File: src/hdl/rpn_ram.sv
// rpn_ram: generic simple dual-port ram, one write and one registered read port
// no dependencies
`timescale 1ns / 1ps

module rpn_ram #(
  parameter int WIDTH = 32,
  parameter int DEPTH = 64
) (
  input  logic                     clk,
  input  logic                     we,
  input  logic [$clog2(DEPTH)-1:0] waddr,
  input  logic [WIDTH-1:0]         wdata,
  input  logic                     re,
  input  logic [$clog2(DEPTH)-1:0] raddr,
  output logic [WIDTH-1:0]         rdata
);

  logic [WIDTH-1:0] mem [DEPTH];

  always_ff @(posedge clk) begin
    if (we) begin
      mem[waddr] <= wdata;
    end
    if (re) begin
      rdata <= mem[raddr];
    end
  end

endmodule

File: config.mk
export PLATFORM = sky130hd
export DESIGN_NAME = rpn_ram
export DESIGN_NICKNAME = d
export VERILOG_FILES = /design/src/hdl/rpn_ram.sv
export SDC_FILE = /design/constraint.sdc
export NUM_CORES = 2
export LEC_CHECK = 0
export BUFFER_PORTS_ARGS = -buffer_cell sky130_fd_sc_hd__buf_2
export CORE_UTILIZATION = 50
export DETAILED_ROUTE_END_ITERATION = 6
export PLACE_DENSITY = 0.65
export SLEW_MARGIN = 15
export SYNTH_ARGS = -nofsm -noshare
export SYNTH_HDL_FRONTEND = slang
export SYNTH_SLANG_ARGS = --single-unit
File: constraint.sdc
create_clock -name clk -period 4.6 [get_ports clk]
set_input_delay 0.23 -clock clk [delete_from_list [all_inputs] [get_ports clk]]
set_output_delay 0.23 -clock clk [all_outputs]
set_load 0.02 [all_outputs]
==> summary.md <==
| Metric | Value |
|---|---|
| CTS buffer count | `204` |
| Hold Crit Depth | `1` |
| Max cap viols | `0` |
| Layout cells sized above 1 | `around 30%` |
| I/O pins | `79` |
| Share of power burned in registers | `53.7%` |
| Clock Sinks | `2080` |
| CP arrival | `~3.3 ns` |
| Hold crit path type | `primary input to flop` |
| Syn_nets | `roughly 3400` |
| Worst relative slew slack | `19.09%` |
| Pwr dens | `approximately 440 nW/um^2` |
| Area Growth Syn to Fin | `13.66%` |
| Die H | `399.1 um` |
| P_int | `roughly 31 mW` |
| Port-buffer cells | `78` |
| Vias | `about 37000` |
| EDFF count, synth | `roughly 2100` |
| Cell variety after synth | `33` |
| Initial DRC count | `4847` |
| Clk pwr share | `41.4%` |
| Placed cell area | `83000 sq um` |
| CP Max Fanout | `34` |
| Routed wire length per instance | `roughly 35 um` |
| Final Non-Filler Cells | `5843` |
| Worst-path clk slew | `0.06 ns` |
| Clock Root Buffer | `clkbuf_16` |
| CP Class | `primary input to flop` |
| Top-area cell type share of the netlist area | `79.23%` |
| Synth cell count leaders | `edfxtp_1 (2080), mux4_2 (544), nor2_1 (137)` |
| Clock Latency Late Sink | `0.82 ns` |
| Layout Utilization | `between 50% and 60%` |
| WHS Endpoint | `mem[53][19]$_DFFE_PP_` |
| Mux share of post-synthesis cell area | `between 10% and 20%` |
| First-pass GRT wire length | `283.4 mm` |
| Post-synth ARST share | `0%` |
| Die ar. | `about 160000 sq um` |
| TritonCTS clock tree | `yes` |
| Largest net degree at the start of global routing | `80` |
| DPL Wire Length | `115.7 mm` |
| Worst setup EP type | `flop` |
| Fin. max-slew vios | `0` |
| Cells after Synth | `between 3000 and 4000` |
| WL final | `just over 200 mm` |
| Post-synthesis xor/xnor area fraction | `0%` |
| Main combinational cell family by area after synthesis | `multiplexers` |
| Design area | `between 80000 and 90000 sq um` |
| Seq/Total Area, Yosys | `79.23%` |
| RSZ-0062 raised after global routing | `false` |
| Final critical-path share of the clock period | `between 60 and 70%` |
| # H-tree levels | `4` |
| Vias/cell | `6.407` |
| Reg2reg path depth | `4` |
| R2r setup slk | `2.05 ns` |
| Failing checks | `design-rule violations` |
| Tot GR Track Use | `25.73%` |
| Router iterations before antenna repair | `7` |
| Starting Density | `50.41%` |
| Vias in the first global route | `37450` |
| Hold Startpoint | `wdata[19]` |
| Setup tns final | `0 ns` |
| Number of synthesized register bits | `2080` |
| FP Rows | `145` |
| Most common cell in the netlist | `edfxtp_1` |
| Grt total ovfl | `0` |
| Routed Antenna Nets | `0` |
| Post-route DRC | `1` |
| Critical path launch point type | `primary input` |
| Leak Pwr | `~28 nW` |
| Clk_skew | `0.02502 ns` |
| Worst path required time | `5.13 ns` |
| Dominant cells by area after synthesis | `edfxtp_1 (79%), mux4_2 (16%), mux2i_1 (1.2%)` |
| Status | `complete, but fails checks` |
| Worst-Margin Slew | `roughly 1.2 ns` |
| Synthesis warning total | `0` |
| Switching share of total power | `20.92%` |
| GPL Wtd Cong | `~0.8` |
| Worst r2r src | `mem[51][5]$_DFFE_PP_` |
| Minimum clock period | `2.789 ns` |
| Ys flop type | `edfxtp_1` |
| Synth Area in Simple Gates | `1.260%` |
| Setup violators final | `0` |
| Mapped cell area | `~80000 sq um` |
| Compound-Gate Fraction of Synth Area | `1.666%` |
| Logic gate share of total power | `around 5%` |
| Post-synthesis adder-cell area fraction | `0%` |
| Clock buffer depth | `3` |
| Post-synth top area cell | `edfxtp_1` |
| Placed Cells | `5452` |
| Core area | `~160000 sq um` |
| Width of the die | `399.1 um` |
| Switch Pwr | `8.229 mW` |
| F_max | `358.6 MHz` |
| Reg-to-reg endpoint | `rdata[5]$_DFFE_PP_` |
| Layout Nets | `3655` |
| Avg Synthesized Cell Area | `~24 sq um` |
| Peak supply drop | `0.0004080 V` |
| Hold Violations, Final | `0` |
| Initial antenna violation count | `26` |
worst max-delay path by stage:
stage / startpoint / endpoint / slack (ns) / cells past startpoint
global route: raddr[0] / rdata[2]$_DFFE_PP_ / 1.66 / 8
CTS: raddr[0] / rdata[2]$_DFFE_PP_ / 1.90 / 8
global placement: raddr[1] / rdata[1]$_DFFE_PP_ / 0.93 / 6
floorplan: waddr[3] / mem[48][0]$_DFFE_PP_ / 1.21 / 4
finish: raddr[0] / rdata[5]$_DFFE_PP_ / 1.81 / 7
detailed placement: raddr[0] / rdata[2]$_DFFE_PP_ / 1.01 / 8
routing by layer:
metal / wire length, um / track usage (%)
met1: 78200 / 36.19
met2: 96500 / 40.21
met3: 22880 / 7.257
met4: 4207 / 6.189
met5: 121 / 0
state kept, by name, summed over array words and instances (netlist names):
register	flops
rdata	32
mem	2048
cell usage in the layout (no fill, tap or decap), types with 3 or more instances in the layout:
cell type and count:
edfxtp_1 2080, mux4_2 544, clkbuf_16 209, buf_4 164
mux2i_1 93, o22ai_1 84, nor2_1 75, a21oi_1 62
nor2_4 62, buf_2 62, clkbuf_1 58, clkinv_1 43
clkinv_2 32, o221ai_1 27, nand2_1 26, buf_12 22
bufinv_16 19, nor2b_1 15, diode_2 12, a22oi_1 12
a311oi_1 8, dlygate4sd3_1 7, nand2b_1 6, nand3b_1 5
nor3_1 5, nand3_1 5, inv_6 5, and3_1 4
a41o_1 4, o32ai_1 4, or3b_2 3, or3_1 3
clkinvlp_4 3, buf_8 3
through the flow:
stage	total power [mW]	hold slack, ns	setup slack, ns
6_report	39.34	0.003860	1.811
5_1_grt	40.34	0.0006192	1.657
4_1_cts	39.54	0.04670	1.898
3_5_place_dp	23.47	0.7356	1.008
3_3_place_gp	23.44	0.7205	0.9266
2_1_floorplan	22.52	0.3289	1.210
power by group through the flow:
stage / sequential, mW / clock [mW] / combinational [mW]
after global routing: 21.1 / 17.2 / 2.06
after global placement: 21.5 / 0 / 1.92
after floorplan: 21.5 / 0 / 1.02
final: 21.1 / 16.3 / 1.96
after detailed placement: 21.5 / 0 / 1.95
after CTS: 21.1 / 16.5 / 1.95
cells by family after synthesis:
| family | after synthesis |
|---|---|
| AOI/OAI and AO/OA | 202 |
| muxes | 637 |
| buffers and inverters | 182 |
| DFF | 2080 |
| and+or+nand+nor | 223 |
critical path, cell delays in order:
cell and delay [ns]:
buf_8 0.42, buf_12 0.32, buf_4 0.29, mux4_2 0.55, mux4_2 0.54, o22ai_1 0.76, nor2_1 0.13
final cells by class:
class | count | area (sq um)
timing repair buffer | 260 | 2120
tap | 2058 | 2575
clock buffer | 267 | 5448
multi-input combinational | 1062 | 15970
sequential | 2080 | 62460
fill | 11170 | 66790
antenna | 12 | 30.03
clock inverter | 104 | 998.5
repair_timing:
action,4_1_cts,5_1_grt
setup endpoints to repair,0,0
gates resized for setup,0,0
hold buffers,0,7
hold endpoints to repair,0,85
setup buffers,0,0
Power figures use the tool's default switching activity.
