### src/hdl/rpn_pkg.sv
// rpn_pkg: command codes and the request/response types of the arithmetic unit
// no dependencies
`timescale 1ns / 1ps

package rpn_pkg;

  localparam int unsigned WORD_W = 32;
  localparam int unsigned CMD_W  = 4;

  typedef enum logic [CMD_W-1:0] {
    CMD_PUSH = 4'd0,
    CMD_ADD  = 4'd1,
    CMD_SUB  = 4'd2,
    CMD_MUL  = 4'd3,
    CMD_DIV  = 4'd4,
    CMD_SQRT = 4'd5,
    CMD_POW  = 4'd6,
    CMD_LOG  = 4'd7,
    CMD_TERN = 4'd8
  } cmd_t;

  typedef struct packed {
    logic              start;
    cmd_t              op;
    logic [WORD_W-1:0] t;
    logic [WORD_W-1:0] s;
    logic [WORD_W-1:0] u;
  } alu_req_t;

  typedef struct packed {
    logic              done;
    logic              err;
    logic [WORD_W-1:0] value;
  } alu_rsp_t;

endpackage

### src/hdl/rpn_alu.sv
// rpn_alu: multi-cycle arithmetic unit with one shared multiplier
// depends on rpn_pkg
`timescale 1ns / 1ps

module rpn_alu (
  input  logic              clk,
  input  logic              rst_n,
  input  rpn_pkg::alu_req_t req,
  output rpn_pkg::alu_rsp_t rsp
);
  import rpn_pkg::*;

  typedef enum logic [2:0] {
    A_IDLE, A_DIV, A_SQRT, A_POW_ACC, A_POW_SQR, A_LOG
  } astate_t;

  astate_t           st_r, st_nxt;
  logic [WORD_W-1:0] a_r, a_nxt, b_r, b_nxt, acc_r, acc_nxt, res_r, res_nxt;
  logic [63:0]       p_r, p_nxt;
  logic [4:0]        cnt_r, cnt_nxt;
  logic              neg_r, neg_nxt, done_r, done_nxt, err_r, err_nxt;

  logic [WORD_W-1:0] mul_x, mul_y, abs_t, abs_s, sum, q_nxt;
  logic [63:0]       mul_p;
  logic [32:0]       trial;

  assign abs_t = req.t[31] ? (~req.t + 32'd1) : req.t;
  assign abs_s = req.s[31] ? (~req.s + 32'd1) : req.s;
  assign trial = {acc_r, a_r[31]} - {1'b0, b_r};
  assign sum   = acc_r + b_r;
  assign q_nxt = {a_r[30:0], ~trial[32]};
  assign mul_p = {32'd0, mul_x} * {32'd0, mul_y};

  always_comb begin
    case (st_r)
      A_POW_ACC: begin mul_x = acc_r;      mul_y = a_r; end
      A_POW_SQR: begin mul_x = a_r;        mul_y = a_r; end
      A_LOG:     begin mul_x = p_r[31:0];  mul_y = b_r; end
      default:   begin mul_x = req.t;      mul_y = req.s; end
    endcase
  end

  always_comb begin
    st_nxt   = st_r;
    a_nxt    = a_r;
    b_nxt    = b_r;
    acc_nxt  = acc_r;
    res_nxt  = res_r;
    p_nxt    = p_r;
    cnt_nxt  = cnt_r;
    neg_nxt  = neg_r;
    err_nxt  = err_r;
    done_nxt = 1'b0;
    unique case (st_r)
      A_IDLE: begin
        if (req.start) begin
          err_nxt = 1'b0;
          res_nxt = '0;
          case (req.op)
            CMD_ADD:  begin res_nxt = req.t + req.s; done_nxt = 1'b1; end
            CMD_SUB:  begin res_nxt = req.t - req.s; done_nxt = 1'b1; end
            CMD_MUL:  begin res_nxt = mul_p[31:0];   done_nxt = 1'b1; end
            CMD_TERN: begin
              res_nxt  = (req.t != '0) ? req.s : req.u;
              done_nxt = 1'b1;
            end
            CMD_DIV: begin
              if (req.s == '0) begin
                err_nxt  = 1'b1;
                done_nxt = 1'b1;
              end else begin
                a_nxt   = abs_t;
                b_nxt   = abs_s;
                acc_nxt = '0;
                cnt_nxt = '0;
                neg_nxt = req.t[31] ^ req.s[31];
                st_nxt  = A_DIV;
              end
            end
            CMD_SQRT: begin
              if (req.t[31]) begin
                err_nxt  = 1'b1;
                done_nxt = 1'b1;
              end else begin
                a_nxt   = req.t;
                acc_nxt = '0;
                b_nxt   = 32'h4000_0000;
                st_nxt  = A_SQRT;
              end
            end
            CMD_POW: begin
              if (req.s[31]) begin
                err_nxt  = 1'b1;
                done_nxt = 1'b1;
              end else begin
                acc_nxt = 32'd1;
                a_nxt   = req.t;
                b_nxt   = req.s;
                st_nxt  = A_POW_ACC;
              end
            end
            CMD_LOG: begin
              if ($signed(req.s) <= 32'sd1) begin
                err_nxt  = 1'b1;
                done_nxt = 1'b1;
              end else begin
                a_nxt   = req.t;
                b_nxt   = req.s;
                p_nxt   = {32'd0, req.s};
                acc_nxt = '0;
                st_nxt  = A_LOG;
              end
            end
            default: done_nxt = 1'b1;
          endcase
        end
      end
      A_DIV: begin
        // restoring division, one quotient bit per cycle
        acc_nxt = trial[32] ? {acc_r[30:0], a_r[31]} : trial[31:0];
        a_nxt   = q_nxt;
        cnt_nxt = cnt_r + 5'd1;
        if (cnt_r == 5'd31) begin
          res_nxt  = neg_r ? (~q_nxt + 32'd1) : q_nxt;
          done_nxt = 1'b1;
          st_nxt   = A_IDLE;
        end
      end
      A_SQRT: begin
        if (a_r >= sum) begin
          a_nxt   = a_r - sum;
          acc_nxt = (acc_r >> 1) + b_r;
        end else begin
          acc_nxt = acc_r >> 1;
        end
        b_nxt = b_r >> 2;
        if (b_r == 32'd1) begin
          res_nxt  = acc_nxt;
          done_nxt = 1'b1;
          st_nxt   = A_IDLE;
        end
      end
      A_POW_ACC: begin
        if (b_r == '0) begin
          res_nxt  = acc_r;
          done_nxt = 1'b1;
          st_nxt   = A_IDLE;
        end else begin
          if (b_r[0]) begin
            acc_nxt = mul_p[31:0];
          end
          st_nxt = A_POW_SQR;
        end
      end
      A_POW_SQR: begin
        a_nxt  = mul_p[31:0];
        b_nxt  = b_r >> 1;
        st_nxt = A_POW_ACC;
      end
      A_LOG: begin
        // count powers of the base that stay at or below the value
        if (a_r[31] || (p_r > {32'd0, a_r})) begin
          res_nxt  = acc_r;
          done_nxt = 1'b1;
          st_nxt   = A_IDLE;
        end else begin
          acc_nxt = acc_r + 32'd1;
          p_nxt   = mul_p;
        end
      end
      default: st_nxt = A_IDLE;
    endcase
  end

  always_ff @(posedge clk) begin
    if (!rst_n) begin
      st_r   <= A_IDLE;
      done_r <= 1'b0;
    end else begin
      st_r   <= st_nxt;
      done_r <= done_nxt;
    end
    a_r   <= a_nxt;
    b_r   <= b_nxt;
    acc_r <= acc_nxt;
    res_r <= res_nxt;
    p_r   <= p_nxt;
    cnt_r <= cnt_nxt;
    neg_r <= neg_nxt;
    err_r <= err_nxt;
  end

  assign rsp.done  = done_r;
  assign rsp.err   = err_r;
  assign rsp.value = res_r;

endmodule

### config.mk
export PLATFORM = sky130hd
export DESIGN_NAME = rpn_alu
export DESIGN_NICKNAME = d
export VERILOG_FILES = /design/src/hdl/rpn_pkg.sv /design/src/hdl/rpn_alu.sv
export SDC_FILE = /design/constraint.sdc
export NUM_CORES = 2
export LEC_CHECK = 0
export ABC_AREA = 1
export BUFFER_PORTS_ARGS = -buffer_cell sky130_fd_sc_hd__buf_2
export CAP_MARGIN = 25
export CORE_UTILIZATION = 45
export DETAILED_ROUTE_END_ITERATION = 10
export PLACE_DENSITY_LB_ADDON = 0.05
export SETUP_SLACK_MARGIN = 0.3
export SLEW_MARGIN = 25
export SYNTH_ARGS = -nofsm -noshare
export SYNTH_HDL_FRONTEND = slang
export SYNTH_SLANG_ARGS = --single-unit
### constraint.sdc
create_clock -name clk -period 14.7 [get_ports clk]
set_input_delay 1.47 -clock clk [delete_from_list [all_inputs] [get_ports clk]]
set_output_delay 1.47 -clock clk [all_outputs]
set_load 0.02 [all_outputs]
==> out/qor.csv <==
metric,value,unit
status,completed,
max_slew headroom,7.147,%
Post-Layout Cell Count,9925,
main combinational cell family by area after synthesis,adder cells,
gpl congestion,1.132,
"flops & latches, synth",203,
Sink Count,203,
Synth top area share,30.36,%
slew at the pin closest to its max-slew limit,1.378,ns
leading area contributor after synthesis,fa_1,
initial core utilization,45.59,%
core area,130300,um^2
post-synthesis sequential area ratio,10.19,%
Max clock buf depth,3,
fillers,13340,
WL met3,52.68,mm
Routed Antenna Nets,0,
WL met1,125.5,mm
DRT iter0 DRCs,9346,
Synth Area in XOR/XNOR,1.873,%
most numerous cell in the Yosys netlist,nand2_1,
Post-DP HPWL,258.1,mm
Mapped Area,59400,um^2
layout cell share with drive strength beyond 1,6.562,%
top post-synthesis cells by area,"fa_1, nand2_1, edfxtp_1, ha_1, inv_1",
"Hold Vio Cnt, Final",0,
first-pass GRT wire length,440.5,mm
Crit path top cell by count,fa_1,
met2 routed WL,120.3,mm
syn_area_per_cell,7.325,um^2
Max Cap Viol,0,
crit path DAT,11.52,ns
Mapped Nets,9574,
top_reg_cell synth,edfxtp_1,
Post-Synthesis Cells,8110,
final clock skew,0.02370,ns
final WL,317.5,mm
Remaining DRCs,0,
"Max FO, Critical Path",79,
ys async rst share,0,%
Fmax,0.09078,GHz
setup bufs post-CTS,0,
HP Class,reg -> reg,
clk slew on worst S/H paths,0.07,ns
Max Used Layer,met5,
post-synthesis adder-cell area fraction,40.05,%
post-synthesis compound-gate area fraction,12.67,%
CTS tree,built,
cts hold-fix bufs,0,
Fin Setup TNS,0,ns
Die X-Extent,365.3,um
die footprint,133500,um^2
Core Rows,132,
Pins Over Slew Limit,0,
kind of critical path,reg -> reg,
placed cell count,9856,
count of different cell masters after synthesis,71,
port buffer count,136,
DR WL/cell,31.99,um
multiplexer share of the synthesized area,0,%
Vias/cell,6.232,
synth-to-layout area growth,6.616,%
setup violators final,0,
Die Span Y,365.3,um
area of the multi-input gates,46590,um^2
grt ovf,0,
total CTS buffers,31,
CP startpoint kind,register,
"Gates resized, CTS repair",0,
vias in the first global route,58660,
initial antenna violation count,21,
Post-synth EDFFs,199,
top post-synthesis cells by count,"nand2_1, inv_1, nor2_1",
Root Driver,clkbuf_16,
H-Tree Depth,1,
synth warn,0,
buffer and inverter count on the worst path,10,
Critical Path RT,15.21,ns
top cell family by delay on the critical path,adder cells,
Total GRT Usage,47.23,%
crit path capture type,register,
unrepaired setup endpoints after global routing,false,
I/O pin count,137,
worst skew pair latency,0.65,ns
Post-Synth Simple-Gate Area,23.52,%
largest net degree at the start of global routing,80,
Sequential cell area,6056,um^2
final period utilization,74.94,%
Pre-Repair DR Iteration Count,7,
fin crit period,11.02,ns
vias,61860,
slowest cell delay on critical path,0.85,ns
Final nets,9612,
"slowest stage cell, crit path",nor2_4,
worst min-delay path, cell delays in order (launching register included):
cell      delay (ns)
dfxtp_1         0.37
nand2_1         0.09
a21boi_1        0.05
worst paths after layout:
kind	to	depth (start not counted)	startpoint	slack, ns
setup / recovery	res_r[31]	34	st_r[2]	3.68
hold / removal	st_r[0]	2	st_r[0]	0.56
setup reg to reg	res_r[31]	34	st_r[2]	3.68
hold reg to reg	st_r[0]	2	st_r[0]	0.56
per-layer routing:
metal  up-vias  track usage, %
li1      25820               -
met1     30290           64.31
met2      4801           62.08
met3       924           22.24
met4        28           22.03
met5         -           1.852
cells by family (layout without fill, tap and decap cells):
logic type,Yosys count,count (layout)
buf+inv,1770,1828
fa+ha+maj,1361,1361
simple gates,3385,3385
xor+xnor,127,127
compound gates,1264,1264
other cells,0,15
flops,203,203
flip-flops by register name (all words and copies together), names as in the netlist:
signal	count
a_r	32
res_r	32
p_r	64
st_r	3
err_r	1
done_r	1
acc_r	32
cnt_r	5
b_r	32
neg_r	1
stage by stage:
step / util (%) / setup slack, ns / hold WS (ns) / area [um^2]
after floorplan: - / 6.622 / 0.4961 / 59400
after global placement: 47.75 / 4.118 / 0.5464 / 62220
after detailed placement: 47.77 / 4.066 / 0.5442 / 62250
after CTS: 48.55 / 4.018 / 0.5546 / 63270
after global routing: 48.57 / 3.487 / 0.5957 / 63290
final: 48.60 / 3.684 / 0.5564 / 63330
cell usage in the layout, fill, tap and decap left out, drive strengths merged, types with 4 or more instances in the layout:
cell type     n
a221oi        7
clkinv       15
edfxtp      199
nor3         95
inv        1481
a21o         24
and3          5
xor2         70
a21oi       429
o221ai       40
o22ai        60
bufinv        5
o31ai         6
dfxtp         4
o21ai       465
nand4       103
nand3       327
nor4         28
o211ai       43
a31oi        32
nand3b       35
diode        15
a211oi        7
buf         289
nor2       1021
o2111ai      15
o21a         25
nand2      1735
or2          29
o21bai       30
clkbuf       35
ha          460
fa          901
xnor2        57
a22oi        38
a21boi       28
cell type report:
class	instances	area share, %
repair buffers	289	2.956
multi-input cells	6137	73.56
inverters	1486	8.811
diodes	15	0.05927
flip-flops and latches	203	9.562
well taps	1742	3.442
clock inverters	18	0.3635
clock buffers	35	1.249
Power is not shown: default switching activity piles up to over one toggle a cycle in this logic, so the estimate is an artifact.
